==> src/rtl/yidm_pkg.sv <==
// ----------------------------------------------------------------------------
// yidm_pkg
// Shared types and constants for the Yee grid design index map.
// ----------------------------------------------------------------------------
package yidm_pkg;

    localparam int ROW_W      = 21;
    localparam int COL_W      = 20;
    localparam int COORD_W    = 8;
    localparam int OFF_W      = 8;
    localparam int BOX_W      = 7;
    localparam int MODE_W     = 2;
    localparam int COMP_W     = 2;
    localparam int CFG_IDX_W  = 3;
    localparam int CFG_DATA_W = 8;

    localparam int GRID_X_DEF      = 64;
    localparam int GRID_Y_DEF      = 64;
    localparam int GRID_Z_DEF      = 64;
    localparam int QUEUE_DEPTH_DEF = 4;

    // field vector components
    localparam int NUM_COMP = 3;

    // register indexes
    localparam logic [CFG_IDX_W-1:0] REG_OFF_X        = 3'd0;
    localparam logic [CFG_IDX_W-1:0] REG_OFF_Y        = 3'd1;
    localparam logic [CFG_IDX_W-1:0] REG_OFF_Z        = 3'd2;
    localparam logic [CFG_IDX_W-1:0] REG_BOX_X        = 3'd3;
    localparam logic [CFG_IDX_W-1:0] REG_BOX_Y        = 3'd4;
    localparam logic [CFG_IDX_W-1:0] REG_BOX_Z        = 3'd5;
    localparam logic [CFG_IDX_W-1:0] REG_EXTRA_LAYERS = 3'd6;
    localparam logic [CFG_IDX_W-1:0] REG_MODE         = 3'd7;

    // mode bits
    localparam int MODE_SLAB_BIT  = 0;
    localparam int MODE_ANISO_BIT = 1;

    typedef enum logic [1:0] {
        KIND_MISS  = 2'd0,
        KIND_CELL  = 2'd1,
        KIND_LAYER = 2'd2
    } kind_t;

    typedef struct packed {
        logic [OFF_W-1:0]  off_x;
        logic [OFF_W-1:0]  off_y;
        logic [OFF_W-1:0]  off_z;
        logic [BOX_W-1:0]  box_x;
        logic [BOX_W-1:0]  box_y;
        logic [BOX_W-1:0]  box_z;
        logic [BOX_W-1:0]  extra_layers;
        logic [MODE_W-1:0] mode;
    } cfg_t;

    // classified row: dz holds the layer number for a layer hit
    typedef struct packed {
        kind_t             kind;
        logic [BOX_W-1:0]  dx;
        logic [BOX_W-1:0]  dy;
        logic [BOX_W-1:0]  dz;
        logic [COMP_W-1:0] comp;
    } item_t;

endpackage

==> src/rtl/yidm_cdiv.sv <==
// ----------------------------------------------------------------------------
// yidm_cdiv
// Two-stage divide by a constant: reciprocal multiply, then remainder.
// ----------------------------------------------------------------------------
module yidm_cdiv #(
    parameter  int DIV    = 64,
    parameter  int NUM_W  = 21,
    localparam int QW_RAW = $clog2(((2**NUM_W) - 1) / DIV + 1),
    localparam int QW     = (QW_RAW > 0) ? QW_RAW : 1,
    localparam int RW     = (DIV > 1) ? $clog2(DIV) : 1
) (
    input  logic             aclk,
    input  logic             en,
    input  logic [NUM_W-1:0] num_in,
    output logic [QW-1:0]    quo,
    output logic [RW-1:0]    rem
);
    localparam int SHIFT  = NUM_W + $clog2(DIV);
    localparam int MW     = NUM_W + 2;
    localparam int PW     = NUM_W + MW;
    // ceil(2^SHIFT / DIV) is exact for every numerator below 2^NUM_W
    localparam logic [MW-1:0] RECIP =
        MW'(((64'd1 << SHIFT) + 64'(DIV) - 64'd1) / 64'(DIV));

    logic [PW-1:0]    prod_reg;
    logic [NUM_W-1:0] num_reg;
    logic [QW-1:0]    quo_reg;
    logic [RW-1:0]    rem_reg;
    logic [QW-1:0]    q_est;
    logic [NUM_W-1:0] back_mul;

    always_comb begin
        q_est    = QW'(prod_reg >> SHIFT);
        back_mul = NUM_W'(NUM_W'(q_est) * NUM_W'(DIV));
    end

    always_ff @(posedge aclk) begin
        if (en) begin
            prod_reg <= PW'(num_in) * PW'(RECIP);
            num_reg  <= num_in;
            quo_reg  <= q_est;
            rem_reg  <= RW'(num_reg - back_mul);
        end
    end

    assign quo = quo_reg;
    assign rem = rem_reg;

endmodule

==> src/rtl/yidm_front.sv <==
// ----------------------------------------------------------------------------
// yidm_front
// Splits a row index into z, y, x and component, then classifies the cell
// against the design box.
// ----------------------------------------------------------------------------
module yidm_front
    import yidm_pkg::*;
#(
    parameter int GRID_X = GRID_X_DEF,
    parameter int GRID_Y = GRID_Y_DEF,
    parameter int GRID_Z = GRID_Z_DEF
) (
    input  logic             aclk,
    input  logic             aresetn,
    input  cfg_t             cfg,
    input  logic             s_valid,
    output logic             s_ready,
    input  logic [ROW_W-1:0] s_row_index,
    output logic             push,
    output item_t            push_item,
    input  logic             q_ready
);
    localparam int ZW    = (GRID_Z > 1) ? $clog2(GRID_Z) : 1;
    localparam int YW    = (GRID_Y > 1) ? $clog2(GRID_Y) : 1;
    localparam int XW    = (GRID_X > 1) ? $clog2(GRID_X) : 1;
    localparam int Q1RAW = $clog2(((2**ROW_W) - 1) / GRID_Z + 1);
    localparam int Q1W   = (Q1RAW > 0) ? Q1RAW : 1;
    localparam int Q2RAW = $clog2(((2**Q1W) - 1) / GRID_Y + 1);
    localparam int Q2W   = (Q2RAW > 0) ? Q2RAW : 1;
    localparam int Q3RAW = $clog2(((2**Q2W) - 1) / GRID_X + 1);
    localparam int Q3W   = (Q3RAW > 0) ? Q3RAW : 1;
    localparam int Q4RAW = $clog2(((2**Q3W) - 1) / NUM_COMP + 1);
    localparam int Q4W   = (Q4RAW > 0) ? Q4RAW : 1;
    localparam int NSTG  = 9;

    logic                adv;
    logic [NSTG-1:0]     valid_reg;
    logic [Q1W-1:0]      q1;
    logic [Q2W-1:0]      q2;
    logic [Q3W-1:0]      q3;
    logic [Q4W-1:0]      q4;
    logic [ZW-1:0]       z_rem;
    logic [YW-1:0]       y_rem;
    logic [XW-1:0]       x_rem;
    logic [COMP_W-1:0]   c_rem;
    logic [ZW-1:0]       z_dly_reg [6];
    logic [YW-1:0]       y_dly_reg [4];
    logic [XW-1:0]       x_dly_reg [2];
    item_t               item_reg;
    item_t               item_next;
    logic signed [9:0]   dx;
    logic signed [9:0]   dy;
    logic signed [9:0]   dz;
    logic [8:0]          lay;
    logic                in_x;
    logic                in_y;

    // whole pipe holds while the last stage cannot drain
    assign adv     = !valid_reg[NSTG-1] || q_ready;
    assign s_ready = adv;

    yidm_cdiv #(.DIV(GRID_Z), .NUM_W(ROW_W)) u_div_z (
        .aclk(aclk), .en(adv), .num_in(s_row_index), .quo(q1), .rem(z_rem)
    );
    yidm_cdiv #(.DIV(GRID_Y), .NUM_W(Q1W)) u_div_y (
        .aclk(aclk), .en(adv), .num_in(q1), .quo(q2), .rem(y_rem)
    );
    yidm_cdiv #(.DIV(GRID_X), .NUM_W(Q2W)) u_div_x (
        .aclk(aclk), .en(adv), .num_in(q2), .quo(q3), .rem(x_rem)
    );
    yidm_cdiv #(.DIV(NUM_COMP), .NUM_W(Q3W)) u_div_c (
        .aclk(aclk), .en(adv), .num_in(q3), .quo(q4), .rem(c_rem)
    );

    always_comb begin
        dx = $signed({2'b00, COORD_W'(x_dly_reg[1])}) - $signed({{2{cfg.off_x[7]}}, cfg.off_x});
        dy = $signed({2'b00, COORD_W'(y_dly_reg[3])}) - $signed({{2{cfg.off_y[7]}}, cfg.off_y});
        dz = $signed({2'b00, COORD_W'(z_dly_reg[5])}) - $signed({{2{cfg.off_z[7]}}, cfg.off_z});
        in_x = !dx[9] && (dx[8:0] < {2'b00, cfg.box_x});
        in_y = !dy[9] && (dy[8:0] < {2'b00, cfg.box_y});
        lay  = dz[8:0] - {2'b00, cfg.box_z};

        item_next.kind = KIND_MISS;
        item_next.dx   = dx[BOX_W-1:0];
        item_next.dy   = dy[BOX_W-1:0];
        item_next.dz   = dz[BOX_W-1:0];
        item_next.comp = c_rem;
        if (in_x && in_y && !dz[9]) begin
            if (dz[8:0] < {2'b00, cfg.box_z}) begin
                item_next.kind = KIND_CELL;
            end else if (lay < {2'b00, cfg.extra_layers}) begin
                item_next.kind = KIND_LAYER;
                item_next.dz   = lay[BOX_W-1:0];
            end
        end
    end

    always_ff @(posedge aclk) begin
        if (!aresetn) begin
            valid_reg <= '0;
        end else if (adv) begin
            valid_reg <= {valid_reg[NSTG-2:0], s_valid};
        end
    end

    always_ff @(posedge aclk) begin
        if (adv) begin
            z_dly_reg[0] <= z_rem;
            for (int i = 1; i < 6; i++) z_dly_reg[i] <= z_dly_reg[i-1];
            y_dly_reg[0] <= y_rem;
            for (int i = 1; i < 4; i++) y_dly_reg[i] <= y_dly_reg[i-1];
            x_dly_reg[0] <= x_rem;
            x_dly_reg[1] <= x_dly_reg[0];
            item_reg     <= item_next;
        end
    end

    assign push      = valid_reg[NSTG-1] && q_ready;
    assign push_item = item_reg;

    a_comp_range: assert property (@(posedge aclk) disable iff (!aresetn)
        valid_reg[NSTG-2] |-> c_rem < COMP_W'(NUM_COMP))
        else $error("component remainder out of range");

    // quotient past the component is bounded by the row width
    a_comp_quo: assert property (@(posedge aclk) disable iff (!aresetn)
        valid_reg[NSTG-2] |-> q4 <= Q4W'(((2**Q3W) - 1) / NUM_COMP))
        else $error("component quotient out of range");

endmodule

==> src/rtl/yidm_queue.sv <==
// ----------------------------------------------------------------------------
// yidm_queue
// Short register queue of classified rows between front and back.
// ----------------------------------------------------------------------------
module yidm_queue
    import yidm_pkg::*;
#(
    parameter int DEPTH = QUEUE_DEPTH_DEF
) (
    input  logic  aclk,
    input  logic  aresetn,
    input  logic  push,
    input  item_t push_item,
    output logic  in_ready,
    output logic  out_valid,
    input  logic  pop,
    output item_t pop_item
);
    localparam int AW = (DEPTH > 1) ? $clog2(DEPTH) : 1;
    localparam int CW = $clog2(DEPTH + 1);

    item_t         mem_reg [DEPTH];
    logic [AW-1:0] wr_ptr_reg;
    logic [AW-1:0] rd_ptr_reg;
    logic [CW-1:0] count_reg;
    logic [AW-1:0] wr_ptr_next;
    logic [AW-1:0] rd_ptr_next;
    logic [CW-1:0] count_next;
    logic          do_push;
    logic          do_pop;

    assign in_ready  = (count_reg != CW'(DEPTH));
    assign out_valid = (count_reg != '0);
    assign pop_item  = mem_reg[rd_ptr_reg];
    assign do_push   = push && in_ready;
    assign do_pop    = pop && out_valid;

    always_comb begin
        wr_ptr_next = wr_ptr_reg;
        rd_ptr_next = rd_ptr_reg;
        count_next  = count_reg;
        if (do_push) begin
            wr_ptr_next = (wr_ptr_reg == AW'(DEPTH - 1)) ? '0 : wr_ptr_reg + 1'b1;
        end
        if (do_pop) begin
            rd_ptr_next = (rd_ptr_reg == AW'(DEPTH - 1)) ? '0 : rd_ptr_reg + 1'b1;
        end
        if (do_push && !do_pop) begin
            count_next = count_reg + 1'b1;
        end else if (do_pop && !do_push) begin
            count_next = count_reg - 1'b1;
        end
    end

    always_ff @(posedge aclk) begin
        if (!aresetn) begin
            wr_ptr_reg <= '0;
            rd_ptr_reg <= '0;
            count_reg  <= '0;
        end else begin
            wr_ptr_reg <= wr_ptr_next;
            rd_ptr_reg <= rd_ptr_next;
            count_reg  <= count_next;
        end
    end

    always_ff @(posedge aclk) begin
        if (do_push) begin
            mem_reg[wr_ptr_reg] <= push_item;
        end
    end

    a_count_bound: assert property (@(posedge aclk) disable iff (!aresetn)
        count_reg <= CW'(DEPTH))
        else $error("queue count beyond depth");

    a_no_overflow: assert property (@(posedge aclk) disable iff (!aresetn)
        push |-> in_ready)
        else $error("push into full queue");

    a_count_up: assert property (@(posedge aclk) disable iff (!aresetn)
        do_push && !do_pop |=> count_reg == $past(count_reg) + 1'b1)
        else $error("queue count did not advance on push");

endmodule

==> src/rtl/yidm_back.sv <==
// ----------------------------------------------------------------------------
// yidm_back
// Computes the design column of a classified row and holds the result.
// ----------------------------------------------------------------------------
module yidm_back
    import yidm_pkg::*;
(
    input  logic             aclk,
    input  logic             aresetn,
    input  cfg_t             cfg,
    input  logic             q_valid,
    output logic             pop,
    input  item_t            q_item,
    output logic             m_valid,
    input  logic             m_ready,
    output logic             m_hit,
    output logic [COL_W-1:0] m_column
);
    logic             adv;
    logic             slab;
    logic             aniso;

    logic             b1_valid_reg;
    item_t            b1_item_reg;
    logic [COL_W-1:0] b1_plane_reg;
    logic [COL_W-1:0] b1_volxy_reg;

    logic             b2_valid_reg;
    item_t            b2_item_reg;
    logic [COL_W-1:0] b2_cell_reg;
    logic [COL_W-1:0] b2_vol_reg;

    logic             out_valid_reg;
    logic             hit_reg;
    logic [COL_W-1:0] col_reg;
    logic             hit_next;
    logic [COL_W-1:0] col_next;
    logic [COL_W-1:0] base;

    assign slab  = cfg.mode[MODE_SLAB_BIT];
    assign aniso = cfg.mode[MODE_ANISO_BIT];
    assign adv   = !out_valid_reg || m_ready;
    assign pop   = adv && q_valid;

    always_comb begin
        base     = aniso ? COL_W'(b2_vol_reg + (b2_vol_reg << 1)) : b2_vol_reg;
        hit_next = 1'b0;
        col_next = '0;
        case (b2_item_reg.kind)
            KIND_CELL: begin
                hit_next = 1'b1;
                col_next = aniso ? COL_W'(b2_cell_reg + COL_W'(b2_item_reg.comp) * b2_vol_reg)
                                 : b2_cell_reg;
            end
            KIND_LAYER: begin
                hit_next = 1'b1;
                col_next = COL_W'(base + COL_W'(b2_item_reg.dz));
            end
            default: begin
                hit_next = 1'b0;
                col_next = '0;
            end
        endcase
    end

    always_ff @(posedge aclk) begin
        if (!aresetn) begin
            b1_valid_reg  <= 1'b0;
            b2_valid_reg  <= 1'b0;
            out_valid_reg <= 1'b0;
        end else if (adv) begin
            b1_valid_reg  <= q_valid;
            b2_valid_reg  <= b1_valid_reg;
            out_valid_reg <= b2_valid_reg;
        end
    end

    always_ff @(posedge aclk) begin
        if (adv) begin
            b1_item_reg  <= q_item;
            b1_plane_reg <= COL_W'(COL_W'(q_item.dx) * COL_W'(cfg.box_y) + COL_W'(q_item.dy));
            b1_volxy_reg <= COL_W'(COL_W'(cfg.box_x) * COL_W'(cfg.box_y));

            b2_item_reg  <= b1_item_reg;
            b2_cell_reg  <= slab ? b1_plane_reg
                                 : COL_W'(b1_plane_reg * COL_W'(cfg.box_z)
                                          + COL_W'(b1_item_reg.dz));
            b2_vol_reg   <= slab ? b1_volxy_reg : COL_W'(b1_volxy_reg * COL_W'(cfg.box_z));

            hit_reg      <= hit_next;
            col_reg      <= col_next;
        end
    end

    assign m_valid  = out_valid_reg;
    assign m_hit    = hit_reg;
    assign m_column = col_reg;

endmodule

==> src/rtl/yee_grid_design_index_map.sv <==
// ----------------------------------------------------------------------------
// yee_grid_design_index_map
// Maps a Yee field-grid row index to a design-box hit flag and column.
//
// Input channel s_valid/s_ready/s_row_index: one flattened row index per
// beat. Result channel m_valid/m_ready/m_hit/m_column: one beat per input,
// in order; m_column is zero on a miss.
// Configuration: cfg_we writes cfg_data into register cfg_index (offsets,
// box extents, extra layers, mode) in the cycle it is high. Write only
// while no beat is in flight.
// Throughput: one row per cycle while s_ready is high. The beat passes
// thirteen register stages, the first loaded at the accepting edge: nine in
// the front pipe (four two-stage divide-by-constant units plus the box
// classifier), one queue entry, two column multiply stages and the output
// register.
// Reset clears every pipe and queue valid and sets the registers to their
// defaults (box extents 1, all else 0). When the receiver stalls, the back
// pipe holds, the four-entry queue fills, and only then does the front pipe
// hold and drop s_ready.
// ----------------------------------------------------------------------------
module yee_grid_design_index_map
    import yidm_pkg::*;
#(
    parameter int GRID_X      = GRID_X_DEF,
    parameter int GRID_Y      = GRID_Y_DEF,
    parameter int GRID_Z      = GRID_Z_DEF,
    parameter int QUEUE_DEPTH = QUEUE_DEPTH_DEF
) (
    input  logic                  aclk,
    input  logic                  aresetn,
    input  logic                  cfg_we,
    input  logic [CFG_IDX_W-1:0]  cfg_index,
    input  logic [CFG_DATA_W-1:0] cfg_data,
    input  logic                  s_valid,
    output logic                  s_ready,
    input  logic [ROW_W-1:0]      s_row_index,
    output logic                  m_valid,
    input  logic                  m_ready,
    output logic                  m_hit,
    output logic [COL_W-1:0]      m_column
);
    cfg_t  cfg_reg;
    logic  push;
    item_t push_item;
    logic  q_ready;
    logic  q_valid;
    logic  pop;
    item_t pop_item;

    always_ff @(posedge aclk) begin
        if (!aresetn) begin
            cfg_reg <= '{off_x: '0, off_y: '0, off_z: '0,
                         box_x: BOX_W'(1), box_y: BOX_W'(1), box_z: BOX_W'(1),
                         extra_layers: '0, mode: '0};
        end else if (cfg_we) begin
            unique case (cfg_index)
                REG_OFF_X:        cfg_reg.off_x        <= cfg_data;
                REG_OFF_Y:        cfg_reg.off_y        <= cfg_data;
                REG_OFF_Z:        cfg_reg.off_z        <= cfg_data;
                REG_BOX_X:        cfg_reg.box_x        <= cfg_data[BOX_W-1:0];
                REG_BOX_Y:        cfg_reg.box_y        <= cfg_data[BOX_W-1:0];
                REG_BOX_Z:        cfg_reg.box_z        <= cfg_data[BOX_W-1:0];
                REG_EXTRA_LAYERS: cfg_reg.extra_layers <= cfg_data[BOX_W-1:0];
                REG_MODE:         cfg_reg.mode         <= cfg_data[MODE_W-1:0];
                default:          cfg_reg              <= cfg_reg;
            endcase
        end
    end

    yidm_front #(
        .GRID_X(GRID_X),
        .GRID_Y(GRID_Y),
        .GRID_Z(GRID_Z)
    ) u_front (
        .aclk       (aclk),
        .aresetn    (aresetn),
        .cfg        (cfg_reg),
        .s_valid    (s_valid),
        .s_ready    (s_ready),
        .s_row_index(s_row_index),
        .push       (push),
        .push_item  (push_item),
        .q_ready    (q_ready)
    );

    yidm_queue #(
        .DEPTH(QUEUE_DEPTH)
    ) u_queue (
        .aclk     (aclk),
        .aresetn  (aresetn),
        .push     (push),
        .push_item(push_item),
        .in_ready (q_ready),
        .out_valid(q_valid),
        .pop      (pop),
        .pop_item (pop_item)
    );

    yidm_back u_back (
        .aclk    (aclk),
        .aresetn (aresetn),
        .cfg     (cfg_reg),
        .q_valid (q_valid),
        .pop     (pop),
        .q_item  (pop_item),
        .m_valid (m_valid),
        .m_ready (m_ready),
        .m_hit   (m_hit),
        .m_column(m_column)
    );

    a_miss_zero: assert property (@(posedge aclk) disable iff (!aresetn)
        m_valid && !m_hit |-> m_column == '0)
        else $error("nonzero column on a miss");

endmodule
==> config.mk <==
export PLATFORM = sky130hd
export DESIGN_NAME = yee_grid_design_index_map
export DESIGN_NICKNAME = d
export VERILOG_FILES = /design/src/rtl/yidm_pkg.sv /design/src/rtl/yidm_cdiv.sv /design/src/rtl/yidm_front.sv /design/src/rtl/yidm_queue.sv /design/src/rtl/yidm_back.sv /design/src/rtl/yee_grid_design_index_map.sv
export SDC_FILE = /design/constraint.sdc
export NUM_CORES = 1
export LEC_CHECK = 0
export BUFFER_PORTS_ARGS = -buffer_cell sky130_fd_sc_hd__buf_2
export CAP_MARGIN = 20
export CORE_MARGIN = 2
export CORE_UTILIZATION = 58
export DETAILED_ROUTE_END_ITERATION = 10
export PLACE_DENSITY = 0.77
export SETUP_SLACK_MARGIN = 0.05
export SYNTH_ARGS = -nofsm -noshare
export SYNTH_HDL_FRONTEND = slang
export SYNTH_SLANG_ARGS = --single-unit
==> constraint.sdc <==
create_clock -name aclk -period 6.39 [get_ports aclk]
set_input_delay 0 -clock aclk [delete_from_list [all_inputs] [get_ports aclk]]
set_output_delay 0 -clock aclk [all_outputs]
set_load 0.03 [all_outputs]
==> After elaboration in Yosys (flattened, before gate mapping) <==
Memory sizes are Yosys's and may differ from the RTL's. A register that Yosys moved wholly into a read port is not among the register bits.
Cells that the tools add are included.
{ "word_totals": {"mem_bits_rw": 172, "latchBits": 0, "input_bits": 37, "mem_bits_ro": 0, "ff_bits": 316, "n_memories": 4, "elab_cells": 144} }
{ "mem_list": {"columns": ["name", "words", "word_bits", "rd", "rd_clocked_by_memory_dff", "write_ports", "line_no", "text"], "rows": [
  ["u_queue.mem_reg", 4, 25, 1, 1, 1, "yidm_queue.sv:22", "item_t mem_reg [DEPTH];"],
  ["u_front.z_dly_reg", 6, 6, 6, 0, 6, "yidm_front.sv:46", "logic [ZW-1:0] z_dly_reg [6];"],
  ["u_front.y_dly_reg", 4, 6, 4, 0, 4, "yidm_front.sv:47", "logic [YW-1:0] y_dly_reg [4];"],
  ["u_front.x_dly_reg", 2, 6, 2, 0, 2, "yidm_front.sv:48", "logic [XW-1:0] x_dly_reg [2];"]
]} }
{ "op_classes": {"addsub": 17, "reduce_logical": 32, "n_shift": 0, "n_div": 0, "order_cmp": 4, "n_mux": 21, "multipliers": 7, "bitwise_logic": 1, "eq_ne": 12} }
{ "ops": {"columns": ["cell", "n"], "rows": [
  ["$mux 20", 3],
  ["$add 20x20->20", 2],
  ["$add 20x7->20", 2],
  ["$pmux 20 s2", 1],
  ["$lt 9x7->1", 4],
  ["$mul 7x7->14", 2],
  ["$sub 7x8->9", 3],
  ["$mux 7", 3],
  ["$mul 14x7->20", 1],
  ["$mul 2x20->20", 1],
  ["$mul 20x7->20", 1],
  ["$sub 6x1->6 const B", 3],
  ["$reduce_and 2->1", 8],
  ["$add 14x7->15", 1],
  ["$mux 14", 1],
  ["$eq 3x3->1 const B", 4],
  ["$logic_and 1x1->1", 10],
  ["$mux 2", 5],
  ["$sub 9x7->9", 1],
  ["$logic_not 1->1", 7],
  ["$mul 3x4->7 const B", 1],
  ["$eq 2x2->1 const B", 3],
  ["$eq 3x2->1 const B", 2],
  ["$mux 1", 6],
  ["other kinds (15)", 19]
]} }

==> Longest topological paths before layout <==
Gate-level depths: netlist (run 1).
An unclocked memory read counts as a cell.
{ "logic_depth": {"depth_word": 8, "mapped_depth": 23, "depth_no_buf": 21} }

==> Cells and area by module <==
From an unflattened synthesis (run 1), not the netlist that was laid out.
{ "hier_totals": {"hier_cells": 2714, "hier_area_um2": 31360.1} }
{ "modules_own_cells": {"columns": ["module", "cells_each", "instances", "area_per_inst_um2"], "rows": [
  ["yidm_back", 1841, 1, 17102.7],
  ["yidm_front", 381, 1, 5038.6],
  ["yidm_queue", 182, 1, 4090.2],
  ["yee_grid_design_index_map", 197, 1, 2040.7],
  ["yidm_cdiv (u_front.u_div_z)", 42, 1, 1261.2],
  ["yidm_cdiv (u_front.u_div_y)", 30, 1, 900.9],
  ["yidm_cdiv (u_front.u_div_x)", 18, 1, 540.5],
  ["yidm_cdiv (u_front.u_div_c)", 23, 1, 385.4]
]} }

==> Worst setup path before layout (run 1) <==
Ideal clock, no wire load.
{ "synth_timing": {"kind": "reg-to-reg", "from": "register u_queue.count_reg[0]", "to": "register u_front.item_reg (netlist bit u_front.push_item[0]) (enable)", "required_time_ns": 4.583, "setup_slack_ns": -0.149, "synth_period_minus_slack_ns": 6.539, "stages_incl_launch_ff": 5, "setup_time_ns": 1.807, "n_path_buf": 1, "arrival_time_ns": 4.732, "path_cell_list": "dfxtp_1 > nor2_1 > and3_1 > clkbuf_1 > clkinv_1"} }
{ "synth_via": {"elab_chain_cells": 2} }
{ "synth_rtl": {"columns": ["element", "line_no", "text"], "rows": [
  ["from (decl)", "yidm_queue.sv:25", "logic [CW-1:0] count_reg;"],
  ["from (signal assigned)", "yidm_queue.sv:63", "count_reg <= count_next;"],
  ["$ne 3x3->1", "yidm_queue.sv:32", "assign in_ready = (count_reg != CW'(DEPTH));"],
  ["$logic_or 1x1->1", "yidm_front.sv:59", "assign adv = !valid_reg[NSTG-1] || q_ready;"],
  ["net s_ready", "yee_grid_design_index_map.sv:35", "output logic s_ready,"],
  ["to (signal assigned)", "yidm_front.sv:114", "item_reg <= item_next;"],
  ["to (decl)", "yidm_front.sv:49", "item_t item_reg;"]
]} }
The timed path passes the listed nets, and every way through them passes these cells.
A chain may end at the register's enable or synchronous reset.

==> Final worst setup path (run 1) <==
{ "layout_timing": {"from": "register cfg_reg[11] (netlist bit)", "to": "register u_back.b2_cell_reg[19] (data pin)"} }
{ "layout_via": {"elab_chain_cells": 3} }
{ "layout_rtl": {"columns": ["element", "line_no", "text"], "rows": [
  ["from (decl)", "yee_grid_design_index_map.sv:42", "cfg_t cfg_reg;"],
  ["from (signal assigned)", "yee_grid_design_index_map.sv:52", "cfg_reg <= '{off_x: '0, off_y: '0, off_z: '0,"],
  ["from (signal assigned)", "yee_grid_design_index_map.sv:65", "default: cfg_reg <= cfg_reg;"],
  ["$mul 20x7->20", "yidm_back.sv:86", ": COL_W'(b1_plane_reg * COL_W'(cfg.box_z)"],
  ["$add 20x7->20", "yidm_back.sv:87", "+ COL_W'(b1_item_reg.dz));"],
  ["$mux 20", "yidm_back.sv:85", "b2_cell_reg <= slab ? b1_plane_reg"],
  ["to (signal assigned)", "yidm_back.sv:85", null],
  ["to (decl)", "yidm_back.sv:30", "logic [COL_W-1:0] b2_cell_reg;"]
]} }
No other way between the ends.

==> metrics.csv, run 1 <==
stage,metric,value,unit
floorplanning,core area,0.0528,mm²
clocking,"Reg clk slew, reported paths",60,ps
finish,n_diodes,0,
finish,layout cell share with drive strength beyond 1,7.94,%
timing,count of final setup violators,0,
power,leak pwr,15.0,nW
timing,Tcrit/Tclk final,90.7,%
clocking,number of H-tree levels,2,
floorplanning,I/O Pins,60,
synthesis,Post-synth top flop,edfxtp_1,
clocking,"Clk Latency, worst-skew pair",600,ps
route,First-pass DRT Iterations,5,
clocking,Setup Buffers After CTS,0,
synthesis,"Seq/Total Area, Yosys",44.0,%
global_route,gr usage total,22.6,%
route,Routed Antenna Nets,0,
placement,RePlAce Congestion,0.879,
power,cell area power density,296,mW/mm²
clocking,maximum clock path buffer count,3,
setup_path,crit path DAT,6230,ps
route,DRT Wirelength,61900,µm
global_route,vias in the first global route,20800,
finish,fin util,65.0,%
placement,IO buf count,59,
clocking,clk sinks,480,
setup_path,Worst Path Buf+Inv,2,
setup_path,CP max FO,31,
timing,Max Slew Vio Count,0,
timing,RSZ-0062 raised after global routing,false,
timing,Final Hold Viols,0,
synthesis,Netlist cell types,81,
synthesis,"FFs w/ async S/R, synth",0,%
floorplanning,Cell Rows,84,
synthesis,synthesized flop and latch total,480,
min_path,Hold WC Path Type,in -> reg,
route,DR DRC count,0,
status,outcome,completed,
synthesis,warnings from Yosys,0,
finish,Final nets,3325,
timing,Final TNS setup,0,ps
timing,Slew @ Worst Pin,1200,ps
setup_path,crit start category,flop,
setup_path,CP top delay family,adder cells,
floorplanning,Die W,235,µm
global_route,antenna violations before repair,0,
timing,Final min period,5790,ps
floorplanning,Initial Util,58.9,%
synthesis,Post-Syn Instances,2737,
synthesis,mapped cell area,0.0311,mm²
floorplanning,Die ar.,0.0555,mm²
setup_path,Crit. End Element,flop,
clocking,CTS Hold Bufs,38,
clocking,CTS root buffer,clkbuf_16,
finish,max FFs per register,100,
route,Vias,19800,
global_route,Overflow after GRT,0,
timing,Clock Skew,17.0,ps
route,DR WL/cell,17.4,µm
power,peak supply drop,237,µV
synthesis,syn nets,3232,
synthesis,number of synthesized flops with an enable pin,405,
route,Initial DRC Count,1112,
setup_path,worst setup path class,reg -> reg,
clocking,TritonCTS clock tree,yes,
finish,Final Instance Area,0.0343,mm²
route,average vias per placed instance,5.57,
synthesis,Syn Area/Cell,11.4,µm²
setup_path,"slowest stage cell, crit path",dfxtp_1,
setup_path,crit-path cells,and2_1 > fa_1 > fa_1 > fa_1 > inv_1 > fa_1 > inv_1 > ha_1 > or2_2 > a21oi_1 > a21oi_1 > a211oi_1 > o41ai_1 > nor4_1 > or3_1 > a21oi_1,
setup_path,CP required,6820,ps
setup_path,cell repeated most along the worst path,fa_1,
setup_path,Worst path max stage delay,1110,ps
finish,Synth-to-Final Area Change,10.3,%
timing,achievable frequency,173,MHz
placement,Area after DPL,0.0321,mm²
timing,relative slew slack,20.0,%
job,Max Cap Violations,0,
placement,Detail Placement HPWL,45000,µm
timing,Fin Hold WS,101,ps
global_route,first-pass GRT wire length,102000,µm
clocking,cts repair resizes,0,
clocking,CTS buffer count,49,
power,Power Total,10.2,mW
floorplanning,DIE HEIGHT,235,µm
global_route,pin count of the biggest net entering global routing,140,
-- cell usage after synthesis, drive strengths merged (27+ instances only) --
master  count  share of area [%]
o21ai      88                1.5
nor2b      43               0.89
inv       379                4.6
a21boi     69                1.7
nor2      115                1.4
edfxtp    405                 39
nand2     321                3.9
fa        209                 13
ha        249                 10
clkbuf     65               0.78
xor2       46                1.3
dfxtp      75                4.8
and2      210                4.2
xnor2      73                2.1
a21o       27               0.65
a21oi      74                1.2
-- placed cells by master (no fill, tap or decap), drive strengths merged, types with 39 or more instances in the layout --
cell / n
a21boi: 69
a21oi: 74
and2: 210
buf: 77
clkbuf: 66
dfxtp: 75
dlygate4sd3: 39
edfxtp: 405
fa: 209
ha: 249
inv: 382
nand2: 321
nor2: 115
nor2b: 43
o21ai: 88
xnor2: 73
xor2: 46
-- worst reg2reg max path, delay by kind of cell (launching register included) --
| family | cells | cell delay, ps |
|---|---|---|
| compound gates | 5 | 1230 |
| fa+ha+maj | 5 | 2310 |
| buf+inv | 2 | 90 |
| flops | 1 | 1110 |
| simple gates | 4 | 910 |
-- power by group --
part	switching (mW)	internal [mW]
clock network	1.23	1.83
logic	1.66	1.25
registers	0.323	3.87
-- final timing paths --
check                                          from                              endpoint  slack (ps)  cells past startpoint
setup / recovery           cfg_reg[11]$_SDFFE_PN0P_  u_back.b2_cell_reg[19]$_SDFFCE_PP0N_         600                     16
hold / removal                       s_row_index[4]  u_front.u_div_z.num_reg[4]$_DFFE_PP_         100                      2
setup reg to reg           cfg_reg[11]$_SDFFE_PN0P_  u_back.b2_cell_reg[19]$_SDFFCE_PP0N_         600                     16
hold reg to reg   u_front.z_dly_reg[1][2]$_DFFE_PP_     u_front.z_dly_reg[2][2]$_DFFE_PP_         410                      0
-- metal layers --
| layer | vias to the layer above | global-route usage [%] | wire length (µm) |
|---|---|---|---|
| met5 | - | 0 | 0 |
| met4 | 0 | 8.40 | 2140 |
| met3 | 137 | 3.03 | 2890 |
| met2 | 484 | 40.7 | 31600 |
| met1 | 9831 | 27.9 | 25300 |
| li1 | 9374 | - | - |
-- logic make-up after synthesis --
group	Yosys count	share of synthesized area, %
DFF	480	44.0
and+or+nand+nor	797	12.6
adders and majority gates	458	23.5
AOI/OAI and AO/OA	359	7.73
muxes	69	3.38
xor gates and xnor gates	119	3.35
buffers and inverters	455	5.53
-- area by class of cell --
class,count,area [µm²]
fillers,3900,18500
multi-input cells,1802,15700
flip-flops and latches,480,13700
inverters,381,1440
clock buffers,66,1390
well taps,688,861
repair buffers,116,853
clock inverters,25,367
-- metrics by stage --
stage	setup slack (ps)	instances
3_3_place_gp	827	3426
6_report	595	3558
3_5_place_dp	654	3426
4_1_cts	649	3555
2_1_floorplan	580	2737
5_1_grt	317	3558
(Power assumes the default switching activity.)
==> inputs of run 2 (changes only) <==
CORE_ASPECT_RATIO = 1.4   (was unset)
==> metrics.csv, run 2 (synthesized netlist as in run 1, its figures left out) <==
stage,metric,value,unit
status,outcome,completed,
timing,Clock Skew,60.9,ps
power,cell area power density,290,mW/mm²
setup_path,Crit. End Element,flop,
finish,fin util,64.4,%
global_route,gr usage total,23.3,%
timing,count of final setup violators,0,
min_path,Hold WC Path Type,in -> reg,
power,Power Total,9.92,mW
route,DR DRC count,0,
finish,layout cell share with drive strength beyond 1,7.84,%
clocking,CTS buffer count,47,
clocking,TritonCTS clock tree,yes,
floorplanning,Die W,200,µm
job,Max Cap Violations,0,
power,clock power share,28.2,%
clocking,"Reg clk slew, reported paths",60,ps
timing,Final min period,5830,ps
power,switching power,3.22,mW
global_route,vias in the first global route,20900,
route,Vias,19600,
finish,Final Non-Filler Cells,3583,
floorplanning,Die ar.,0.0555,mm²
finish,most frequent cells in the layout,"405 x edfxtp_1, 377 x inv_1, 320 x nand2_1",
floorplanning,DIE HEIGHT,278,µm
power,Int Pwr,6.69,mW
power,Seq pwr share,42.3,%
finish,n_diodes,0,
clocking,maximum clock path buffer count,3,
finish,"most common cell after layout, fill and taps aside",edfxtp_1,
floorplanning,Initial Util,58.6,%
clocking,clk sinks,480,
timing,Slew @ Worst Pin,1070,ps
finish,Final Instance Area,0.0342,mm²
setup_path,CP required,6800,ps
timing,relative slew slack,28.5,%
finish,multi-input logic area,0.0157,mm²
setup_path,CP max FO,31,
placement,RePlAce Congestion,0.877,
setup_path,crit path DAT,6240,ps
setup_path,reg2reg path depth,15,
placement,Placement Setup Slack,629,ps
min_path,hold depth,2,
clocking,Setup Buffers After CTS,0,
timing,Fin Hold WS,91.1,ps
route,Initial DRC Count,1152,
placement,Detail Placement HPWL,46100,µm
finish,Layout fillers,3963,
power,peak supply drop,277,µV
floorplanning,Cell Rows,100,
global_route,pin count of the biggest net entering global routing,123,
floorplanning,I/O Pins,60,
finish,Final nets,3327,
setup_path,worst setup path class,reg -> reg,
timing,worst setup margin,555,ps
global_route,Overflow after GRT,0,
finish,max FFs per register,100,
power,leak pwr,15.0,nW
timing,Final Hold Viols,0,
power,Comb pwr share,29.5,%
route,average vias per placed instance,5.48,
route,First-pass DRT Iterations,6,
floorplanning,core area,0.0531,mm²
global_route,first-pass GRT wire length,102000,µm
clocking,number of H-tree levels,2,
clocking,CTS root buffer,clkbuf_16,
timing,Final TNS setup,0,ps
global_route,antenna violations before repair,0,
timing,achievable frequency,171,MHz
route,Routed Antenna Nets,0,
setup_path,crit start category,flop,
timing,Tcrit/Tclk final,91.3,%
timing,Max Slew Vio Count,0,
timing,RSZ-0062 raised after global routing,false,
finish,Synth-to-Final Area Change,9.87,%
placement,placed insts,3454,
placement,Area after DPL,0.0321,mm²
route,DR WL/cell,17.3,µm
power,switch share,32.5,%
finish,FF+latch area,0.0137,mm²
route,DRT Wirelength,62000,µm
clocking,"Clk Latency, worst-skew pair",610,ps
placement,IO buf count,59,
[run 2: changes by cell type in the layout (fill, tap and decap cells not counted)]
cell / change
buf_4: +2
bufinv_16: -3
clkbuf_1: -1
clkbuf_16: -4
clkbuf_8: -4
clkinv_1: +1
clkinv_2: +1
clkinvlp_4: +1
dlygate4sd3_1: +2
inv_6: +3
inv_8: +1
[run 2: power by group through the flow]
stage	registers [mW]	logic (mW)	clock network [mW]
2_1_floorplan	4.16	2.21	0
3_3_place_gp	4.23	2.74	0
3_5_place_dp	4.25	2.89	0
4_1_cts	4.19	2.94	2.85
5_1_grt	4.23	3.34	2.95
6_report	4.19	2.93	2.80
[run 2: layout make-up]
| type | count | area share (%) |
|---|---|---|
| multi-input combinational | 1802 | 46.0 |
| sequential | 480 | 40.0 |
| inverter | 381 | 4.22 |
| clock buffer | 57 | 3.61 |
| tap | 714 | 2.62 |
| timing repair buffer | 120 | 2.60 |
| clock inverter | 29 | 0.967 |
[run 2: worst paths after layout]
path / start / end / slack (ps)
worst max-delay path: cfg_reg[11]$_SDFFE_PN0P_ / u_back.b2_cell_reg[19]$_SDFFCE_PP0N_ / 560
worst min-delay path: s_row_index[9] / u_front.u_div_z.num_reg[9]$_DFFE_PP_ / 90
worst max register to register: cfg_reg[11]$_SDFFE_PN0P_ / u_back.b2_cell_reg[19]$_SDFFCE_PP0N_ / 560
worst min register to register: u_front.u_div_y.num_reg[8]$_DFFE_PP_ / u_front.u_div_y.quo[2]$_DFFE_PP_ / 420
[run 2: critical path, cell delays in order, from the launching register on]
cell and delay, ps:
dfxtp_1 1020, nand2_1 180, fa_1 480, fa_1 580, fa_1 440, fa_1 560
inv_1 50, ha_1 320, nor2b_1 140, o21ai_0 110, a21oi_1 330, a211oi_1 160
o41ai_1 580, nor4_1 140, or3_1 370, a21oi_1 160
[run 2: layer usage]
layer  vias to the layer above  wire, µm  track usage, %  share of wire [%]
li1                       9372         -               -                  -
met1                      9648     23800            26.1                 38
met2                       460     33400            43.4                 54
met3                       157      2130            2.84                3.4
met4                         0      2690            10.4                4.3
met5                         -         0               0                  0
[run 2: what timing repair did]
item	4_1_cts	5_1_grt
gates resized for setup	0	0
hold buffers	40	1
setup endpoints to repair	0	0
hold endpoints to repair	78	30
==> inputs of run 3 (changes only) <==
BUFFER_PORTS_ARGS = unset   (was -buffer_cell sky130_fd_sc_hd__buf_2)
CORE_UTILIZATION = 59   (was 58)
DONT_BUFFER_PORTS = 1   (was unset)
MAX_ROUTING_LAYER = met4   (was unset)
PLACE_DENSITY = 0.78   (was 0.77)
==> metrics.csv, run 3 (synthesized netlist as in run 1, its figures left out) <==
stage,metric,value,unit
status,outcome,completed,
floorplanning,DIE HEIGHT,276,µm
global_route,pin count of the biggest net entering global routing,146,
route,max layer used,met4,
timing,Slew @ Worst Pin,1060,ps
timing,Final min period,5700,ps
timing,Tcrit/Tclk final,89.2,%
min_path,HP Start,s_row_index[7],
floorplanning,Die ar.,0.0546,mm²
setup_path,CP required,6720,ps
clocking,maximum clock path buffer count,3,
floorplanning,Initial Util,59.6,%
setup_path,CP max FO,8,
placement,Detail Placement HPWL,45900,µm
floorplanning,core area,0.0521,mm²
global_route,antenna violations before repair,5,
power,peak supply drop,327,µV
setup_path,worst setup path class,reg -> reg,
setup_path,Worst Setup EP,u_back.b1_plane_reg[12]$_DFFE_PN_,
route,metal2 WL,34100,µm
clocking,TritonCTS clock tree,yes,
timing,count of final setup violators,0,
setup_path,Crit. End Element,flop,
floorplanning,Cell Rows,99,
timing,achievable frequency,175,MHz
timing,Final Hold Viols,0,
timing,Final TNS setup,0,ps
finish,most frequent cells in the layout,"405 x edfxtp_1, 377 x inv_1, 320 x nand2_1",
setup_path,end of the worst register-to-register path,u_back.b1_plane_reg[12]$_DFFE_PN_,
route,DR DRC count,0,
setup_path,reg2reg path depth,19,
setup_path,R2R Setup Slk,690,ps
timing,RSZ-0062 raised after global routing,false,
timing,Max Slew Vio Count,0,
route,Vias,19700,
clocking,CTS root buffer,clkbuf_16,
power,cell area power density,288,mW/mm²
floorplanning,Die W,198,µm
route,Initial DRC Count,1243,
timing,Clock Skew,33.7,ps
setup_path,crit path DAT,6030,ps
placement,RePlAce Congestion,0.927,
route,average vias per placed instance,5.57,
clocking,number of H-tree levels,2,
global_route,vias in the first global route,21100,
finish,layout cell share with drive strength beyond 1,5.92,%
timing,relative slew slack,29.0,%
global_route,Overflow after GRT,0,
route,First-pass DRT Iterations,6,
clocking,cts repair resizes,0,
clocking,"Clk Latency, worst-skew pair",600,ps
floorplanning,I/O Pins,60,
route,routed wl met3,2430,µm
power,leak pwr,14.7,nW
placement,Placement Setup Slack,703,ps
min_path,Hold WC Path Type,in -> reg,
route,DRT Wirelength,63100,µm
timing,worst setup margin,688,ps
global_route,first-pass GRT wire length,103000,µm
job,Max Cap Violations,0,
global_route,gr usage total,24.7,%
finish,Layout fillers,3782,
placement,IO buf count,0,
route,WL met1,23200,µm
finish,Synth-to-Final Area Change,9.30,%
finish,max FFs per register,100,
clocking,"Reg clk slew, reported paths",60,ps
route,Routed Antenna Nets,0,
finish,Final nets,3282,
clocking,CTS buffer count,46,
route,DR WL/cell,17.9,µm
finish,"most common cell after layout, fill and taps aside",edfxtp_1,
setup_path,crit start category,flop,
clocking,clk sinks,480,
run 3: how the worst min path moves through the flow:
stage                                           end  slack, ps  depth (start not counted)
4_1_cts        u_front.u_div_z.num_reg[7]$_DFFE_PP_          3                          1
5_1_grt        u_front.u_div_z.num_reg[2]$_DFFE_PP_         10                          1
3_5_place_dp               cfg_reg[23]$_SDFFE_PN1P_         90                          1
6_report       u_front.u_div_z.num_reg[7]$_DFFE_PP_         30                          1
3_3_place_gp               cfg_reg[16]$_SDFFE_PN1P_         80                          1
2_1_floorplan  u_front.u_div_z.num_reg[0]$_DFFE_PP_        100                          0
run 3: repair_timing:
item,CTS,global route
buffers inserted,0,0
hold buffers,57,0
endpoints found under the hold margin,118,0
run 3: area by class of cell:
type                       instances  area, µm²  area share (%)
antenna                            6       15.0          0.0442
clock buffer                      62       1270            3.74
clock inverter                    22        246           0.726
inverter                         381       1440            4.24
multi-input combinational       1802      15700            46.2
sequential                       480      13700            40.2
tap                              707        885            2.60
timing repair buffer              76        751            2.21
run 3: power breakdown:
part           internal (mW)  switching (mW)
combinational           1.23            1.55
sequential              3.87           0.410
clock                   1.54            1.20
total                   6.63            3.16
run 3: metrics by stage:
stage                     instances  hold WS, ps  util, %  total power, mW  area [µm²]
after global placement         3388         80.3     61.0             6.91       31800
final                          3536         30.7     65.1             9.79       34000
after floorplan                2737         98.9        -             6.37       31100
after detailed placement       3388         86.5     61.0             7.07       31800
after CTS                      3529         2.54     65.1             9.84       33900
after global routing           3536         10.7     65.1             10.4       34000
run 3: metal layers:
| metal | global-route usage, % | up-vias |
|---|---|---|
| met5 | - | - |
| met4 | 12.3 | 0 |
| met3 | 3.29 | 214 |
| met2 | 45.4 | 523 |
| met1 | 25.9 | 9674 |
| li1 | - | 9281 |
run 3: critical path, stage by stage, from the launching register on:
cell,delay (ps)
dfxtp_1,640
mux4_2,640
and2_1,210
fa_1,530
inv_1,70
fa_1,540
inv_1,50
fa_1,470
inv_1,50
fa_1,470
inv_1,40
ha_1,290
a21boi_0,240
o21ai_0,150
a21boi_0,250
o21ai_0,140
a21boi_0,250
o21ai_0,140
nor2b_1,150
xnor2_1,120
